File: config.mk
export PLATFORM = sky130hd
export DESIGN_NAME = mp2a_rem_unit
export DESIGN_NICKNAME = d
export VERILOG_FILES = /design/src/design/mp2a_pkg.sv /design/src/design/mp2a_rem_unit.sv
export SDC_FILE = /design/constraint.sdc
export NUM_CORES = 1
export LEC_CHECK = 0
export BUFFER_PORTS_ARGS = -buffer_cell sky130_fd_sc_hd__buf_2
export CAP_MARGIN = 20
export CELL_PAD_IN_SITES_DETAIL_PLACEMENT = 1
export CELL_PAD_IN_SITES_GLOBAL_PLACEMENT = 1
export CORE_MARGIN = 2
export CORE_UTILIZATION = 46
export CTS_CLUSTER_DIAMETER = 200
export CTS_CLUSTER_SIZE = 16
export DETAILED_ROUTE_END_ITERATION = 7
export GPL_TIMING_DRIVEN = 0
export HOLD_SLACK_MARGIN = 0.03
export PLACE_DENSITY = 0.8
export SYNTH_ARGS = -nofsm -noshare
export SYNTH_HDL_FRONTEND = slang
export SYNTH_SLANG_ARGS = --single-unit
File: constraint.sdc
create_clock -name clk_i -period 4.2 [get_ports clk_i]
set_input_delay 0.42 -clock clk_i [delete_from_list [all_inputs] [get_ports clk_i]]
set_output_delay 0.42 -clock clk_i [all_outputs]
set_load 0.005 [all_outputs]
File: src/design/mp2a_pkg.sv
// ----------------------------------------------------------------------------
// mp2a_pkg: shared types and constants for the 2D max pool with argmax
// Register map codes, sequencer states and the remainder unit's request and
// response bundles.
// ----------------------------------------------------------------------------
package mp2a_pkg;

  // Geometry registers are 7 bits wide, the plane count 16 bits.
  localparam int DIM_W    = 7;
  localparam int PLANE_W  = 16;
  localparam int APB_AW   = 5;
  localparam int APB_DW   = 32;
  localparam int DIV_CNT_W = $clog2(DIM_W);

  localparam logic [DIM_W-1:0]   RST_IN_HEIGHT   = 7'd64;
  localparam logic [DIM_W-1:0]   RST_IN_WIDTH    = 7'd64;
  localparam logic [DIM_W-1:0]   RST_WINDOW_ROWS = 7'd2;
  localparam logic [DIM_W-1:0]   RST_WINDOW_COLS = 7'd2;
  localparam logic [DIM_W-1:0]   RST_STEP_ROWS   = 7'd2;
  localparam logic [DIM_W-1:0]   RST_STEP_COLS   = 7'd2;
  localparam logic [PLANE_W-1:0] RST_PLANE_TOTAL = 16'd1;

  typedef enum logic [2:0] {
    REG_IN_HEIGHT   = 3'd0,
    REG_IN_WIDTH    = 3'd1,
    REG_WINDOW_ROWS = 3'd2,
    REG_WINDOW_COLS = 3'd3,
    REG_STEP_ROWS   = 3'd4,
    REG_STEP_COLS   = 3'd5,
    REG_PLANE_TOTAL = 3'd6
  } reg_idx_e;

  typedef enum logic [3:0] {
    S_IDLE,
    S_WRITE,
    S_MOD_ROW,
    S_MOD_COL,
    S_LAST_ROW,
    S_LAST_COL,
    S_SCAN_INIT,
    S_SCAN,
    S_DRAIN,
    S_EMIT
  } state_e;

  typedef struct packed {
    logic             start;
    logic [DIM_W-1:0] dividend;
    logic [DIM_W-1:0] divisor;
  } div_req_t;

  typedef struct packed {
    logic             done;
    logic [DIM_W-1:0] rem;
  } div_rsp_t;

  // A zero geometry value acts as one.
  function automatic logic [DIM_W-1:0] at_least_one(input logic [DIM_W-1:0] v);
    return (v == '0) ? DIM_W'(1) : v;
  endfunction

endpackage

File: src/design/mp2a_rem_unit.sv
// ----------------------------------------------------------------------------
// mp2a_rem_unit: bit-serial remainder unit
// Restoring division, one dividend bit per cycle; reports the remainder.
// ----------------------------------------------------------------------------
module mp2a_rem_unit (
  input  logic                clk_i,
  input  logic                rst_ni,
  input  mp2a_pkg::div_req_t  req_i,
  output mp2a_pkg::div_rsp_t  rsp_o
);
  import mp2a_pkg::*;

  logic [DIM_W-1:0]     rem_q, rem_d;
  logic [DIM_W-1:0]     dvd_q, dvd_d;
  logic [DIM_W-1:0]     dsr_q, dsr_d;
  logic [DIV_CNT_W-1:0] cnt_q, cnt_d;
  logic                 busy_q, busy_d;
  logic                 done_q, done_d;
  logic [DIM_W:0]       trial;

  always_comb begin
    rem_d  = rem_q;
    dvd_d  = dvd_q;
    dsr_d  = dsr_q;
    cnt_d  = cnt_q;
    busy_d = busy_q;
    done_d = 1'b0;
    trial  = {rem_q, dvd_q[DIM_W-1]};
    if (req_i.start) begin
      rem_d  = '0;
      dvd_d  = req_i.dividend;
      dsr_d  = req_i.divisor;
      cnt_d  = '0;
      busy_d = 1'b1;
    end else if (busy_q) begin
      if (trial >= {1'b0, dsr_q}) begin
        rem_d = DIM_W'(trial - {1'b0, dsr_q});
      end else begin
        rem_d = DIM_W'(trial);
      end
      dvd_d = {dvd_q[DIM_W-2:0], 1'b0};
      cnt_d = cnt_q + DIV_CNT_W'(1);
      if (cnt_q == DIV_CNT_W'(DIM_W - 1)) begin
        busy_d = 1'b0;
        done_d = 1'b1;
      end
    end
  end

  always_ff @(posedge clk_i or negedge rst_ni) begin
    if (!rst_ni) begin
      cnt_q  <= '0;
      busy_q <= 1'b0;
      done_q <= 1'b0;
    end else begin
      cnt_q  <= cnt_d;
      busy_q <= busy_d;
      done_q <= done_d;
    end
  end

  always_ff @(posedge clk_i) begin
    rem_q <= rem_d;
    dvd_q <= dvd_d;
    dsr_q <= dsr_d;
  end

  assign rsp_o.done = done_q;
  assign rsp_o.rem  = rem_q;

endmodule

# Yosys cells after proc, flatten, opt, wreduce, memory -nomap -nowiden
# Cells that the tools add are included.
# Widths: inputs -> output; s select.
[totals] register_bits=26 latchBits=0 ram_bits=0 rom_bits=0 inputBits=17 output_inout_bits=8 elab_cells=22 n_memories=0
[classes] n_addsub=2 n_mul=0 n_div=0 order_cmp=1 eq_ne=1 shifts=0 muxes=11 n_bitwise=0 reduce_logical=1
[ops] op="$mux 7" count=3
[ops] op="$ge 8x7->1" count=1
[ops] op="$sub 7x7->7" count=1
[ops] op="$mux 1" count=6
[ops] op="$mux 3" count=2
[ops] op="$add 3x1->3 const B" count=1
[ops] op="$eq 3x3->1 const B" count=1
[ops] op="$reduce_bool 2->1" count=1

# Logic depth before layout (Yosys ltp)
[logic_depth] depth_word=4 ltp_mapped=9 ltp_nobuf=8

# Worst setup path before layout
# Ideal clock, no wire load.
[synth_timing] path_type="reg2reg" startpoint="reg dvd_q[6]" endpoint="reg rem_q[0]" setup_ns=0.088 t_arrival_ns=1.686 required_ns=4.112 slack_ns=2.426 path_stages_with_launch=10 n_path_buf=1 period_less_slack_ns=1.774 cell_sequence="edfxtp_1 inv_1 ha_1 inv_1 fa_1 nand3_2 a31o_1 buf_6 nand3_1 a311oi_2"
[synth_between] elab_chain_cells=2 word_cells_on_any_way=3 cone_classes="1 x add/sub; 1 x order compare; 1 x mux"
[synth_lines] element="start: declaration" line_no="mp2a_rem_unit.sv:14" source="logic [DIM_W-1:0] dvd_q, dvd_d;"
[synth_lines] element="start signal: assignment" line_no="mp2a_rem_unit.sv:64" source="dvd_q <= dvd_d;"
[synth_lines] element="$sub 7x7->7 / $ge 8x7->1 (equally long branches)" line_no="mp2a_rem_unit.sv:37, mp2a_rem_unit.sv:36"
[synth_lines] element="$mux 7 (*)" line_no="mp2a_rem_unit.sv:36" source="if (trial >= {1'b0, dsr_q}) begin"
[synth_lines] element="end signal: assignment" line_no="mp2a_rem_unit.sv:63" source="rem_q <= rem_d;"
[synth_lines] element="end: declaration" line_no="mp2a_rem_unit.sv:13" source="logic [DIM_W-1:0] rem_q, rem_d;"
# Mark *: on every way between the ends. The rest lies on a longest branch, timed or not.
# A chain may end at the register's enable or synchronous reset.

# Final worst setup path
# Ends and elaborated chain as after synthesis.

==> qor.csv <==
stage,metric,value,unit
clock_network,Post-CTS Resized,0,
synth,Post-synth ARST share,19.2,%
floorplan,std cell rows,20,
power,Clock power frac,16.7,%
finish,Finished Layout Cells,210,
power,Combinational Power Share,40.6,%
worst_setup_path,flop-to-flop setup slack,2.19,ns
power,Seq pwr share,42.7,%
floorplan,chip height,60.8,um
detailed_routing,Detail Route Antenna Nets,0,
worst_setup_path,Crit Path Max Fanout,10,
floorplan,Initial Util,48.6,%
timing,max_slew headroom,63.7,%
detailed_routing,final wirelength,3410,um
timing,worst slew pin tran,0.544,ns
worst_setup_path,Reg2Reg Capture Point,rem_q[0]$_SDFFE_PP0P_,
timing,RSZ-0062 raised after global routing,no,
detailed_routing,Met2 Routed Length,1730,um
outcome,status,completed,
finish,Diodes inserted,0,
global_route,grt total ovfl,0,
timing,setup violators final,0,
clock_network,CTS Buffer Depth,2,
synth,"area leader, netlist",edfxtp_1,
timing,Setup TNS Final,0,ns
hold_path,hold path cells,1,
clock_network,Post-CTS Setup Bufs,0,
finish,Layout Nets,194,
placement,Post-DP HPWL,2550,um
synth,average size of a mapped cell,10.8,um^2
worst_setup_path,worst endpoint data arrival time,2.27,ns
global_route,first-pass GRT wire length,5500,um
timing,max frequency,0.496,GHz
worst_setup_path,reg2reg path depth,9,
clock_network,CTS buffer count,3,
timing,Clock Skew,0.00821,ns
global_route,largest net degree at the start of global routing,15,
finish,fraction of layout cells with a size suffix above 1,23.5,%
detailed_routing,met3 wire length,124,um
power,maximum VDD drop,181,uV
power,Power Internal,0.505,mW
synth,cells after synthesis,137,
placement,gpl congestion,0.761,
clock_network,clk slew on worst S/H paths,0.15,ns
worst_setup_path,CP Class,flop to flop,
worst_setup_path,critical path startpoint category,flop,
detailed_routing,1st-iter DRT viols,31,
clock_network,H-tree Lvls,1,
synth,register area share after synthesis,46.2,%
hold_path,Hold Path Class,primary input to flop,
timing,Tmin final,2.01,ns
clock_network,Sink Count,26,
synth,"FF+latch count, synth",26,
floorplan,die width,60.8,um
worst_setup_path,required time of the critical path,4.45,ns
clock_network,hold buffers post-CTS,1,
synth,"Cell Area, Synth",1480,um^2
detailed_routing,Metal-1 WL,1440,um
timing,final worst-path cycle share,48.0,%
placement,port bufs,24,
detailed_routing,routed wire length per instance,16.2,um
worst_setup_path,worst flop-to-flop path startpoint,dvd_q[6]$_DFFE_PP_,
finish,"most common cell after layout, fill and taps aside",buf_2,
global_route,initial antenna violation count,0,
synth,number of flops mapped to enable cells by yosys,14,
timing,Final Max Slew Viols,0,
detailed_routing,DRC viols,0,
global_route,vias in the first global route,1170,
power,Static Leakage,0.803,nW
synth,Synth area leaders,"edfxtp_1 (28%), dfxtp_1 (9.4%), dfrtp_1 (8.4%), ha_1 (7.6%), mux2_1 (5.3%)",
synth,top cell type's share of synthesized area,28.3,%
worst_setup_path,Critical Path End Type,flop,
clock_network,Root Driver,clkbuf_4,
synth,Syn Nets,164,
detailed_routing,DR vias,1141,
floorplan,Die ar.,3700,um^2
synth,ys flop type,edfxtp_1,
hold_path,HP Start,req_i[2],
floorplan,I/O Pins,25,
synth,Yosys cell types,48,
global_route,Overall Global Routing Usage,20.4,%
detailed_routing,via/cell ratio,5.43,
finish,P&R area growth vs syn,14.9,%
synth,Yosys warning total,0,
timing,Fin. Hold Viols,0,
hold_path,Hold EP,dsr_q[2]$_DFFE_PP_,
detailed_routing,drt first pass iters,4,
clock_network,clock latency on the worst-skew pair,0.33,ns
power,switching power share of the total,35.7,%
run,Max-Cap Viols,0,
clock_network,CTS tree,built,
power,NetSw,0.280,mW
power,Power per Cell Area,460,nW/um^2
detailed_routing,uppermost layer routed,met4,
finish,most frequent cells in the layout,"buf_2 (25), edfxtp_1 (14), inv_1 (10), nor2_1 (10)",
placement,Cells after DPL,205,
floorplan,Core ar.,3050,um^2
[per-layer routing]
| metal | vias up | track usage [%] |
|---|---|---|
| met2 | 31 | 33.9 |
| met3 | 12 | 2.13 |
| met5 | - | 0 |
| met1 | 541 | 26.4 |
| li1 | 557 | - |
| met4 | 0 | 10.2 |
[worst max-delay path by stage]
stage / endpoint / start / slack, ns / cells after the start
2_1_floorplan: rem_q[0]$_SDFFE_PP0P_ / dvd_q[6]$_DFFE_PP_ / 2.43 / 9
6_report: rem_q[0]$_SDFFE_PP0P_ / dvd_q[6]$_DFFE_PP_ / 2.19 / 9
3_5_place_dp: rem_q[0]$_SDFFE_PP0P_ / dvd_q[6]$_DFFE_PP_ / 2.21 / 9
4_1_cts: rem_q[0]$_SDFFE_PP0P_ / dvd_q[6]$_DFFE_PP_ / 2.17 / 9
3_3_place_gp: rem_q[2]$_SDFFE_PP0P_ / rem_q[4]$_SDFFE_PP0P_ / 2.32 / 5
5_1_grt: rem_q[0]$_SDFFE_PP0P_ / dvd_q[6]$_DFFE_PP_ / 2.06 / 9
[sequential cells by signal (all words and copies together) (netlist names)]
signal / cells
dsr_q: 7
rem_q: 7
done_q: 1
dvd_q: 7
busy_q: 1
cnt_q: 3
[logic make-up (layout without fill, tap and decap cells)]
group                      after synthesis  in the layout  share of synthesized area, %
and+or+nand+nor                         45             45                          16.4
xor gates and xnor gates                 5              5                          2.95
DFF                                     26             26                          46.2
adders and majority gates               10             10                          8.94
AOI/OAI and AO/OA                       26             26                          14.8
muxes                                    7              7                          5.31
buffers and inverters                   18             47                          5.40
[stage by stage]
stage                     util, %  total power [mW]  hold WS, ns  instance area, um^2  setup WS, ns
after floorplan                 -             0.563        0.124                 1480          2.43
after global placement       54.3             0.636        0.235                 1660          2.32
after detailed placement     54.3             0.657        0.240                 1660          2.21
after CTS                    55.9             0.793        0.240                 1710          2.17
after global routing         55.9             0.839        0.241                 1710          2.06
final                        55.9             0.784        0.250                 1710          2.19
[Yosys cell counts, types with 3 or more instances]
cell type,number
a21o_1,3
nand3_1,4
a31oi_1,4
nor2_1,10
edfxtp_1,14
ha_1,9
xnor2_1,4
dfxtp_1,7
inv_1,10
nand2_1,9
mux2_1,7
and3_1,9
dfrtp_1,5
[final cells by class]
type | instances | area (um^2)
Timing Repair Buffer | 25 | 130
Multi-Input combinational cell | 93 | 718
Fill cell | 369 | 1350
Clock buffer | 4 | 36.3
Buffer | 6 | 35.0
Inverter | 12 | 45.0
Sequential cell | 26 | 686
Tap cell | 44 | 55.1
[power by group through the flow]
stage / clock, mW / combinational (mW) / sequential [mW]
2_1_floorplan: 0 / 0.230 / 0.333
3_5_place_dp: 0 / 0.316 / 0.341
6_report: 0.131 / 0.319 / 0.335
3_3_place_gp: 0 / 0.297 / 0.338
4_1_cts: 0.136 / 0.322 / 0.336
5_1_grt: 0.143 / 0.357 / 0.339
[critical path, cell delays in order (launching register included)]
cell and delay (ns):
edfxtp_1 0.42, inv_1 0.07, ha_1 0.16, inv_1 0.06, fa_1 0.42, nand3_2 0.12
a31o_1 0.16, buf_6 0.14, nand3_1 0.10, a311oi_2 0.27
No activity file was read; power rests on OpenSTA's default activity.
